[src/sv/paup_pkg.sv]
// Shared types and constants for the Pareto archive update core.
// Holds default parameters, item kinds and the controller/datapath command and status records.
// No dependencies.
`timescale 1ns / 1ps
`default_nettype none
package paup_pkg;

	localparam int DefArchiveDepth  = 64;
	localparam int DefMaxObjectives = 4;
	localparam int DefValueWidth    = 32;

	// Lanes stored per entry and port field widths
	localparam int Lanes      = 4;
	localparam int FieldWidth = 32;
	localparam int PosWidth   = 6;
	localparam int CountOutW  = 7;
	localparam int KindWidth  = 2;
	localparam int CfgDataW   = 3;
	localparam int InDataW    = 136;
	localparam int OutDataW   = 144;

	// Configuration register indexes
	localparam logic CFG_SORT_ENABLE = 1'b0;
	localparam logic CFG_OBJECTIVES  = 1'b1;

	typedef enum logic [1:0] {
		KIND_INSERT = 2'd0,
		KIND_READ   = 2'd1,
		KIND_CLEAR  = 2'd2,
		KIND_NONE   = 2'd3
	} kind_t;

	typedef enum logic [1:0] {
		RA_I   = 2'd0,
		RA_JM1 = 2'd1,
		RA_POS = 2'd2
	} rd_sel_t;

	typedef enum logic {
		WA_KEPT = 1'b0,
		WA_J    = 1'b1
	} wa_sel_t;

	typedef enum logic [1:0] {
		WD_RDATA = 2'd0,
		WD_VEC   = 2'd1,
		WD_TMP   = 2'd2
	} wd_sel_t;

	typedef struct packed {
		logic    load_item;
		logic    i_clr;
		logic    i_one;
		logic    i_inc;
		logic    kept_clr;
		logic    kept_inc;
		logic    j_from_i;
		logic    j_dec;
		logic    tmp_load;
		logic    rd_en;
		rd_sel_t rd_sel;
		logic    wr_en;
		wa_sel_t wa_sel;
		wd_sel_t wd_sel;
		logic    count_kept;
		logic    count_kept_inc;
		logic    count_clr;
		logic    set_changed;
		logic    set_full;
		logic    set_rvalid;
		logic    push;
	} cmd_t;

	typedef struct packed {
		logic i_lt_count;
		logic not_better;
		logic dominated;
		logic kept_full;
		logic sort_on;
		logic j_gt0;
		logic tmp_less;
		logic out_free;
	} sts_t;

endpackage
`default_nettype wire

[src/sv/paup_ctrl.sv]
// Controller of the Pareto archive update core: sequences scan, compaction, append,
// insertion sort, reads and clears by commands to the datapath.
// Depends on paup_pkg.
`timescale 1ns / 1ps
`default_nettype none
module paup_ctrl
	import paup_pkg::*;
(
	input  wire logic                 clk,
	input  wire logic                 arst_n,
	input  wire logic                 s_tvalid,
	output logic                      s_tready,
	input  wire logic [KindWidth-1:0] s_tuser,
	input  wire sts_t                 sts,
	output cmd_t                      cmd
);

	typedef enum logic [11:0] {
		ST_IDLE     = 12'b0000_0000_0001,
		ST_SCAN     = 12'b0000_0000_0010,
		ST_SCAN_USE = 12'b0000_0000_0100,
		ST_CMP      = 12'b0000_0000_1000,
		ST_CMP_USE  = 12'b0000_0001_0000,
		ST_APPEND   = 12'b0000_0010_0000,
		ST_SORT_I   = 12'b0000_0100_0000,
		ST_SORT_TMP = 12'b0000_1000_0000,
		ST_SORT_J   = 12'b0001_0000_0000,
		ST_SORT_CMP = 12'b0010_0000_0000,
		ST_RD       = 12'b0100_0000_0000,
		ST_RESULT   = 12'b1000_0000_0000
	} state_t;

	state_t state_q, state_d;
	kind_t kind;

	assign kind = kind_t'(s_tuser);
	assign s_tready = state_q == ST_IDLE;

	// Next state and commands
	always_comb begin
		state_d = state_q;
		cmd = '0;
		case (state_q)
			ST_IDLE: begin
				if (s_tvalid) begin
					cmd.load_item = 1'b1;
					case (kind)
						KIND_INSERT: begin
							cmd.i_clr = 1'b1;
							state_d = ST_SCAN;
						end
						KIND_READ: state_d = ST_RD;
						KIND_CLEAR: begin
							cmd.count_clr = 1'b1;
							state_d = ST_RESULT;
						end
						default: state_d = ST_RESULT;
					endcase
				end
			end
			// Look for an entry that dominates or equals the vector
			ST_SCAN: begin
				if (sts.i_lt_count) begin
					cmd.rd_en = 1'b1;
					cmd.rd_sel = RA_I;
					state_d = ST_SCAN_USE;
				end else begin
					cmd.i_clr = 1'b1;
					cmd.kept_clr = 1'b1;
					state_d = ST_CMP;
				end
			end
			ST_SCAN_USE: begin
				if (sts.not_better) begin
					state_d = ST_RESULT;
				end else begin
					cmd.i_inc = 1'b1;
					state_d = ST_SCAN;
				end
			end
			// Drop dominated entries and compact the rest
			ST_CMP: begin
				if (sts.i_lt_count) begin
					cmd.rd_en = 1'b1;
					cmd.rd_sel = RA_I;
					state_d = ST_CMP_USE;
				end else begin
					state_d = ST_APPEND;
				end
			end
			ST_CMP_USE: begin
				cmd.i_inc = 1'b1;
				if (sts.dominated) begin
					cmd.set_changed = 1'b1;
				end else begin
					cmd.wr_en = 1'b1;
					cmd.wa_sel = WA_KEPT;
					cmd.wd_sel = WD_RDATA;
					cmd.kept_inc = 1'b1;
				end
				state_d = ST_CMP;
			end
			ST_APPEND: begin
				if (sts.kept_full) begin
					cmd.count_kept = 1'b1;
					cmd.set_full = 1'b1;
					state_d = ST_RESULT;
				end else begin
					cmd.wr_en = 1'b1;
					cmd.wa_sel = WA_KEPT;
					cmd.wd_sel = WD_VEC;
					cmd.count_kept_inc = 1'b1;
					cmd.set_changed = 1'b1;
					if (sts.sort_on) begin
						cmd.i_one = 1'b1;
						state_d = ST_SORT_I;
					end else begin
						state_d = ST_RESULT;
					end
				end
			end
			// Stable insertion sort by first, then second objective
			ST_SORT_I: begin
				if (sts.i_lt_count) begin
					cmd.rd_en = 1'b1;
					cmd.rd_sel = RA_I;
					state_d = ST_SORT_TMP;
				end else begin
					state_d = ST_RESULT;
				end
			end
			ST_SORT_TMP: begin
				cmd.tmp_load = 1'b1;
				cmd.j_from_i = 1'b1;
				state_d = ST_SORT_J;
			end
			ST_SORT_J: begin
				if (sts.j_gt0) begin
					cmd.rd_en = 1'b1;
					cmd.rd_sel = RA_JM1;
					state_d = ST_SORT_CMP;
				end else begin
					cmd.wr_en = 1'b1;
					cmd.wa_sel = WA_J;
					cmd.wd_sel = WD_TMP;
					cmd.i_inc = 1'b1;
					state_d = ST_SORT_I;
				end
			end
			ST_SORT_CMP: begin
				cmd.wr_en = 1'b1;
				cmd.wa_sel = WA_J;
				if (sts.tmp_less) begin
					cmd.wd_sel = WD_RDATA;
					cmd.j_dec = 1'b1;
					state_d = ST_SORT_J;
				end else begin
					cmd.wd_sel = WD_TMP;
					cmd.i_inc = 1'b1;
					state_d = ST_SORT_I;
				end
			end
			ST_RD: begin
				cmd.rd_en = 1'b1;
				cmd.rd_sel = RA_POS;
				cmd.set_rvalid = 1'b1;
				state_d = ST_RESULT;
			end
			// Hand the result to the output register once it is free
			ST_RESULT: begin
				if (sts.out_free) begin
					cmd.push = 1'b1;
					state_d = ST_IDLE;
				end
			end
			default: state_d = ST_IDLE;
		endcase
	end

	always_ff @(posedge clk or negedge arst_n) begin
		if (!arst_n) begin
			state_q <= ST_IDLE;
		end else begin
			state_q <= state_d;
		end
	end

endmodule
`default_nettype wire
[config.mk]
export PLATFORM = sky130hd
export DESIGN_NAME = paup_ctrl
export DESIGN_NICKNAME = d
export VERILOG_FILES = /design/src/sv/paup_pkg.sv /design/src/sv/paup_ctrl.sv
export SDC_FILE = /design/constraint.sdc
export NUM_CORES = 1
export LEC_CHECK = 0
export BUFFER_PORTS_ARGS = -buffer_cell sky130_fd_sc_hd__buf_2
export CELL_PAD_IN_SITES_DETAIL_PLACEMENT = 2
export CELL_PAD_IN_SITES_GLOBAL_PLACEMENT = 2
export CORE_MARGIN = 8
export CORE_UTILIZATION = 27
export CTS_CLUSTER_SIZE = 10
export DETAILED_ROUTE_END_ITERATION = 8
export PLACE_DENSITY = 0.86
export RECOVER_POWER = 100
export SETUP_SLACK_MARGIN = 0.2
export SLEW_MARGIN = 20
export SYNTH_ARGS = -nofsm -noshare
export SYNTH_HDL_FRONTEND = slang
export SYNTH_SLANG_ARGS = --single-unit
[constraint.sdc]
create_clock -name clk -period 2.4 [get_ports clk]
set_input_delay 0 -clock clk [delete_from_list [all_inputs] [get_ports clk]]
set_output_delay 0 -clock clk [all_outputs]
set_load 0.005 [all_outputs]
==> flow_summary.ini, run 1 <==
[pwr]
combPwrFrac_pct = 57.3
leakagePower_uw = 0.000778
power_density_mw_per_mm2 = 804
internal_power_contribution_uw = 716
p_sw_share_pct = 41.7
power.share.clock_pct = 19.5
switching_power_uw = 511
reg_power_share_pct = 23.2
ir_worst_vdd_v = 0.000286

[routing]
final_antenna_net_count = 0
firstDrtPassIters = 4
detail_route.vias_per_cell = 5.19
detail_route.wirelength_um = 4870
drt_iter0_drc = 51
vias = 1132
post-route-drc-count = 0
wire_length_per_cell_after_detailed_routing_um = 22.3

[flow_run]
maxCapViolations = 0

[worst_setup_path]
reg2reg_slack_ns = -0.05
cp.arrival_ns = 2.51
timing_worst_setup_path_type = register to primary output
path_max_fanout = 3
crit_required_ns = 2.40
endpoint = cmd[2]
regToRegStartpoint = state_q[2]
cp-start-kind = register
setup.worst_path.end_class = primary output
worst_r2r_endpoint = state_q[11]
reg2reg_depth = 8
startpoint = state_q[2]

[logic_synthesis]
post-synth-top-area-fraction_pct = 27.8
synth_largest_area_cell = dfrtp_1
number_of_flip_flops_and_latches_in_the_synthesized_netlist = 12
ys_types = 45
synth_edf_count = 0
mappedNetlistNets = 128
asyncSetResetFlopFracSynth_pct = 100
synth_warnings = 0
synth.top_cells.by_area = dfrtp_1 28%, nor2_1 3.8%, and4_1 3.5%
syn_avg_cell_area_sq_um = 8.62
postSynthCellCount = 115
synth.cell_area_sq_um = 991
seq_area_frac_synth_pct = 30.4
synth_flop_cell = dfrtp_1

[finish]
layout.cells.most_common_list = 32 x buf_2, 18 x buf_4, 9 x nor2_1, 8 x dfrtp_1, 6 x nor3_1
final_cell_area_sq_mm = 0.00153
largestRegisters = state_q x12
largest_reg_flops = 12
num_antenna_cells = 0
post_route_cells_drive_above_1_share_pct = 52.4
final_core_utilization_pct = 42.3
largest_register = state_q
most_frequent_standard_cell_in_the_layout_excluding_fill_and_tap_cells = buf_2
nNetsFinal = 184
areaGrowthSynthToFinish_pct = 54.0

[placement]
gp_routability_congestion = 0.795
io_buffer_count = 36
place_hpwl_um = 3080
place_area_sq_mm = 0.00123

[clocking]
clock_tree_from_tritoncts = built
clock_tree.root_cell = clkbuf_8
clock_latency_ns = 0.26
clock_tree.htree_level_count = 1
cts-buffers-inserted = 3
cts.sink_count = 12
cts_buffer_depth = 2
clk_pin_slew_ns = 0.06

[sta]
fmax_mhz = 398
finalSetupViolations = 8
grt_setup_unrepaired = yes
worst_slack_ns = -0.112
fin_worst_skew_ns = 0.00392
report.final.hold_viol_count = 0
finalCriticalPeriod_ns = 2.51
slew_violations = 0
timing.max_slew.rel_slack_pct = 49.4
worst_slew_pin_slew_ns = 0.758
timing.final.crit_share_pct = 105

[run_status]
run_status = finished, violations left
violations = negative setup slack

[floorplanning]
floorplan.rows = 22
die-height_um = 76.6
die_area_sq_mm = 0.00586
io_pins = 37
dieWidth_um = 76.6
fp.coreArea_sq_mm = 0.00361
floorplan.initialDensity_pct = 27.5

[global_routing]
grt.overflow.total = 0
antenna_violations_before_repair = 0
largest_net_degree_at_the_start_of_global_routing = 13
globalRouteTotalUtil_pct = 14.5
grt_pass1_wl_um = 6840
via_count_of_the_first_global_routing_pass = 1236

[min_path]
worst_hold_path_type = primary input to register
==> metal layers <==
layer | global-route usage (%) | up-vias | part of all wire [%] | routed length (um)
met5 | 0 | - | 0 | 0
met4 | 5.77 | 0 | 2.3 | 114
met3 | 2.95 | 11 | 3.2 | 154
met2 | 27.1 | 27 | 52 | 2530
met1 | 15.3 | 559 | 43 | 2070
li1 | - | 535 | - | -
==> cell type report <==
| cell class | instances | area, sq um |
|---|---|---|
| Tap cell | 48 | 60.1 |
| Clock buffer | 4 | 55.1 |
| Sequential cell | 12 | 305 |
| Multi-Input combinational cell | 88 | 701 |
| Inverter | 5 | 18.8 |
| Timing Repair Buffer | 61 | 387 |
| Fill cell | 397 | 2080 |
==> kinds of logic (layout without fill, tap and decap cells) <==
kind of cell | after synthesis | count (layout) | synth area share, %
DFF | 12 | 12 | 30.4
muxes | 1 | 1 | 1.14
buffers and inverters | 15 | 70 | 7.57
xor gates and xnor gates | 4 | 4 | 3.54
AOI/OAI and AO/OA | 17 | 17 | 12.0
and+or+nand+nor | 66 | 66 | 45.3
==> worst min path at each step <==
stage                from          end  slack [ns]  cells past startpoint
6_report       s_tuser[0]  state_q[10]        0.03                      2
5_1_grt        s_tuser[0]  state_q[10]        0.04                      2
4_1_cts        s_tuser[0]  state_q[10]        0.03                      2
3_5_place_dp       arst_n   state_q[6]        -0.1                      1
3_3_place_gp       arst_n   state_q[6]       -0.11                      1
2_1_floorplan      arst_n  state_q[10]       -0.30                      0
==> stage by stage <==
| step | hold WS [ns] | setup slack (ns) | setup TNS [ns] | std cells | total power [uW] |
|---|---|---|---|---|---|
| CTS | 0.0316 | -0.0851 | -0.192 | 207 | 1080 |
| detailed placement | -0.0982 | -0.0693 | -0.0693 | 197 | 756 |
| finish | 0.0325 | -0.112 | -0.653 | 218 | 1230 |
| floorplan | -0.296 | 0.134 | 0 | 115 | 573 |
| global route | 0.0414 | -0.172 | -1.06 | 218 | 1290 |
| global placement | -0.107 | 0.210 | 0 | 197 | 725 |
==> repair_timing <==
action                                  CTS  global route
hold endpoints to repair                 13             0
pin swaps                                 6            13
gates resized for setup                   9            24
buffers inserted                          4            11
hold buffers                              2             0
endpoints found under the setup margin   21            24
==> power groups by stage <==
| stage | clock [uW] | combinational, uW | sequential (uW) |
|---|---|---|---|
| 4_1_cts | 237 | 564 | 279 |
| 2_1_floorplan | 0 | 324 | 249 |
| 3_3_place_gp | 0 | 447 | 277 |
| 6_report | 239 | 704 | 284 |
| 5_1_grt | 246 | 754 | 286 |
| 3_5_place_dp | 0 | 477 | 279 |
==> Yosys cell counts (4+ instances only) <==
cell	count
nand2_1	4
dfrtp_1	11
nor3_1	6
clkbuf_1	4
nor4_1	4
nor2_1	10
inv_1	5
and4_1	4
nor3b_1	4
o21ai_0	7
==> worst max-delay path, cell delays in order (launching register included) <==
cell and delay [ns]:
dfrtp_1 0.40, or4_4 0.55, or4_4 0.53, buf_4 0.16
buf_4 0.13, nor3b_4 0.21, and2_1 0.16, buf_2 0.11
Power figures use the tool's default switching activity.
==> inputs of run 2 (changes only) <==
--- a/config.mk
+++ b/config.mk
@@ -19,3 +19,4 @@
 export SYNTH_ARGS = -nofsm -noshare
 export SYNTH_HDL_FRONTEND = slang
 export SYNTH_SLANG_ARGS = --single-unit
+export TNS_END_PERCENT = 1
==> run 2 against run 1 <==
Effect of this change:
- the run still ends with negative setup slack left
- worst setup slack gained 0.043 ns
- critical path type unchanged
- first-iteration DRC count up 47%
- utilization down 4.6 points
- count of clock-buffer cells in the layout stayed put
- clock skew down 0.0026 ns
- global-route usage shrank 0.70 points
- non-clock buffer count fell by 13
- highest routed layer unchanged
- clock power down 3%
- largest cell class unchanged
- hold slack improved by 0.0028 ns
- sequential share of layout area increased by 2.4 points
==> flow_summary.ini, run 2 (synthesis gave the netlist of run 1 again) <==
[pwr]
ir_worst_vdd_v = 0.000321
combPwrFrac_pct = 51.2
leakagePower_uw = 0.000710
internal_power_contribution_uw = 632
reg_power_share_pct = 26.7
power_density_mw_per_mm2 = 772
switching_power_uw = 417
power.share.clock_pct = 22.0
p_sw_share_pct = 39.7

[sta]
worst_slack_ns = -0.0696
whs_ns = 0.0354
grt_setup_unrepaired = yes
fin_setup_tns_ns = -0.124
fmax_mhz = 405
worst_slew_pin_slew_ns = 0.772
timing.final.crit_share_pct = 103
finalCriticalPeriod_ns = 2.47
slew_violations = 0
fin_worst_skew_ns = 0.00129
finalSetupViolations = 3
report.final.hold_viol_count = 0
timing.max_slew.rel_slack_pct = 48.5

[global_routing]
largest_net_degree_at_the_start_of_global_routing = 13
grt_pass1_wl_um = 6550
antenna_violations_before_repair = 0
via_count_of_the_first_global_routing_pass = 1259
use_met2_pct = 25.0
grt.overflow.total = 0
globalRouteTotalUtil_pct = 13.8
met1_usage_pct = 15.8
most_used_routing_layer_in_global_routing = met2
use_met3_pct = 1.77

[routing]
vias = 1089
firstDrtPassIters = 4
detail_route.vias_per_cell = 5.31
post-route-drc-count = 0
final_antenna_net_count = 0
wire_length_per_cell_after_detailed_routing_um = 20.0
drt_iter0_drc = 75
detail_route.wirelength_um = 4100

[floorplanning]
floorplan.rows = 22
die_area_sq_mm = 0.00586
dieWidth_um = 76.6
floorplan.initialDensity_pct = 27.5
io_pins = 37
fp.coreArea_sq_mm = 0.00361
die-height_um = 76.6

[clocking]
clk_pin_slew_ns = 0.06
clock_latency_ns = 0.25
cts.sink_count = 12
clock_tree.htree_level_count = 1
clock_tree_from_tritoncts = built
clock_tree.root_cell = clkbuf_8
cts-buffers-inserted = 3
cts_buffer_depth = 2

[finish]
layout.cells.most_common_list = 35 x buf_2, 10 x buf_4, 9 x nor2_1, 9 x dfrtp_1, 7 x o21ai_0
multiInputGateArea_sq_um = 647
areaGrowthSynthToFinish_pct = 37.1
num_antenna_cells = 0
layout.area.seq_sq_um = 304
nNetsFinal = 171
largest_register = state_q
most_frequent_standard_cell_in_the_layout_excluding_fill_and_tap_cells = buf_2
largestRegisters = state_q x12
final.fill_count = 425
post_route_cells_drive_above_1_share_pct = 43.9
largest_reg_flops = 12

[worst_setup_path]
path_max_fanout = 6
reg2reg_depth = 5
cp-start-kind = register
setup.worst_path.end_class = primary output
timing_worst_setup_path_type = register to primary output
cp.arrival_ns = 2.47
crit_required_ns = 2.40

[placement]
place_hpwl_um = 3260
gp_routability_congestion = 0.797
io_buffer_count = 36

[min_path]
min_path_cells = 2
worst_hold_path_type = primary input to register

[run_status]
violations = negative setup slack
run_status = finished, violations left

[flow_run]
maxCapViolations = 0
[run 2: per-stage QoR]
step / area (sq um) / util [%] / setup slack [ns] / total power, uW / cells
finish: 1360 / 37.7 / -0.0696 / 1050 / 205
global route: 1360 / 37.7 / -0.120 / 1110 / 205
CTS: 1320 / 36.6 / -0.0575 / 1010 / 203
detailed placement: 1230 / 34.2 / 0.115 / 753 / 197
global placement: 1230 / 34.2 / 0.208 / 723 / 197
floorplan: 991 / - / 0.134 / 573 / 115
[run 2: path summary, 6_finish.rpt]
kind                          endpoint  slack, ns   startpoint
setup / recovery               cmd[10]      -0.07  state_q[10]
hold reg to reg             state_q[9]       0.73   state_q[8]
max in group asynchronous  state_q[10]       1.51       arst_n
min in group asynchronous   state_q[6]       0.36       arst_n
hold / removal             state_q[10]       0.04   s_tuser[0]
setup reg to reg           state_q[11]       0.14  state_q[10]
[run 2: metal layers]
layer  up-vias  share of wire (%)
met1       549                 41
met5         -                  0
met2        27                 55
li1        509                  -
met4         0                1.0
met3         4                3.2
[run 2: critical path: stages, from the launching register on]
cell	delay (ns)
dfrtp_2	0.44
or4_4	0.57
or4_4	0.48
or3b_4	0.44
nor2_4	0.09
or3_1	0.10
buf_2	0.10
[run 2: power by group through the flow]
stage	Combinational [uW]	Clock, uW	Sequential, uW
finish	538	231	280
global route	578	247	286
CTS	495	235	278
detailed placement	473	0	280
global placement	447	0	277
floorplan	324	0	249
[run 2: timing repair]
action / 4_1_cts / 5_1_grt
setup endpoints to repair: 22 / 22
setup buffers: 0 / 2
hold endpoints to repair: 13 / 0
pin swaps: 1 / 3
hold buffers: 2 / 0
gates resized for setup: 3 / 7
[run 2: final cells by class]
class | instances | share of cell area, %
Clock buffer | 4 | 4.05
Multi-Input combinational cell | 88 | 47.6
Sequential cell | 12 | 22.4
Timing Repair Buffer | 48 | 20.2
Tap cell | 48 | 4.42
Inverter | 5 | 1.38
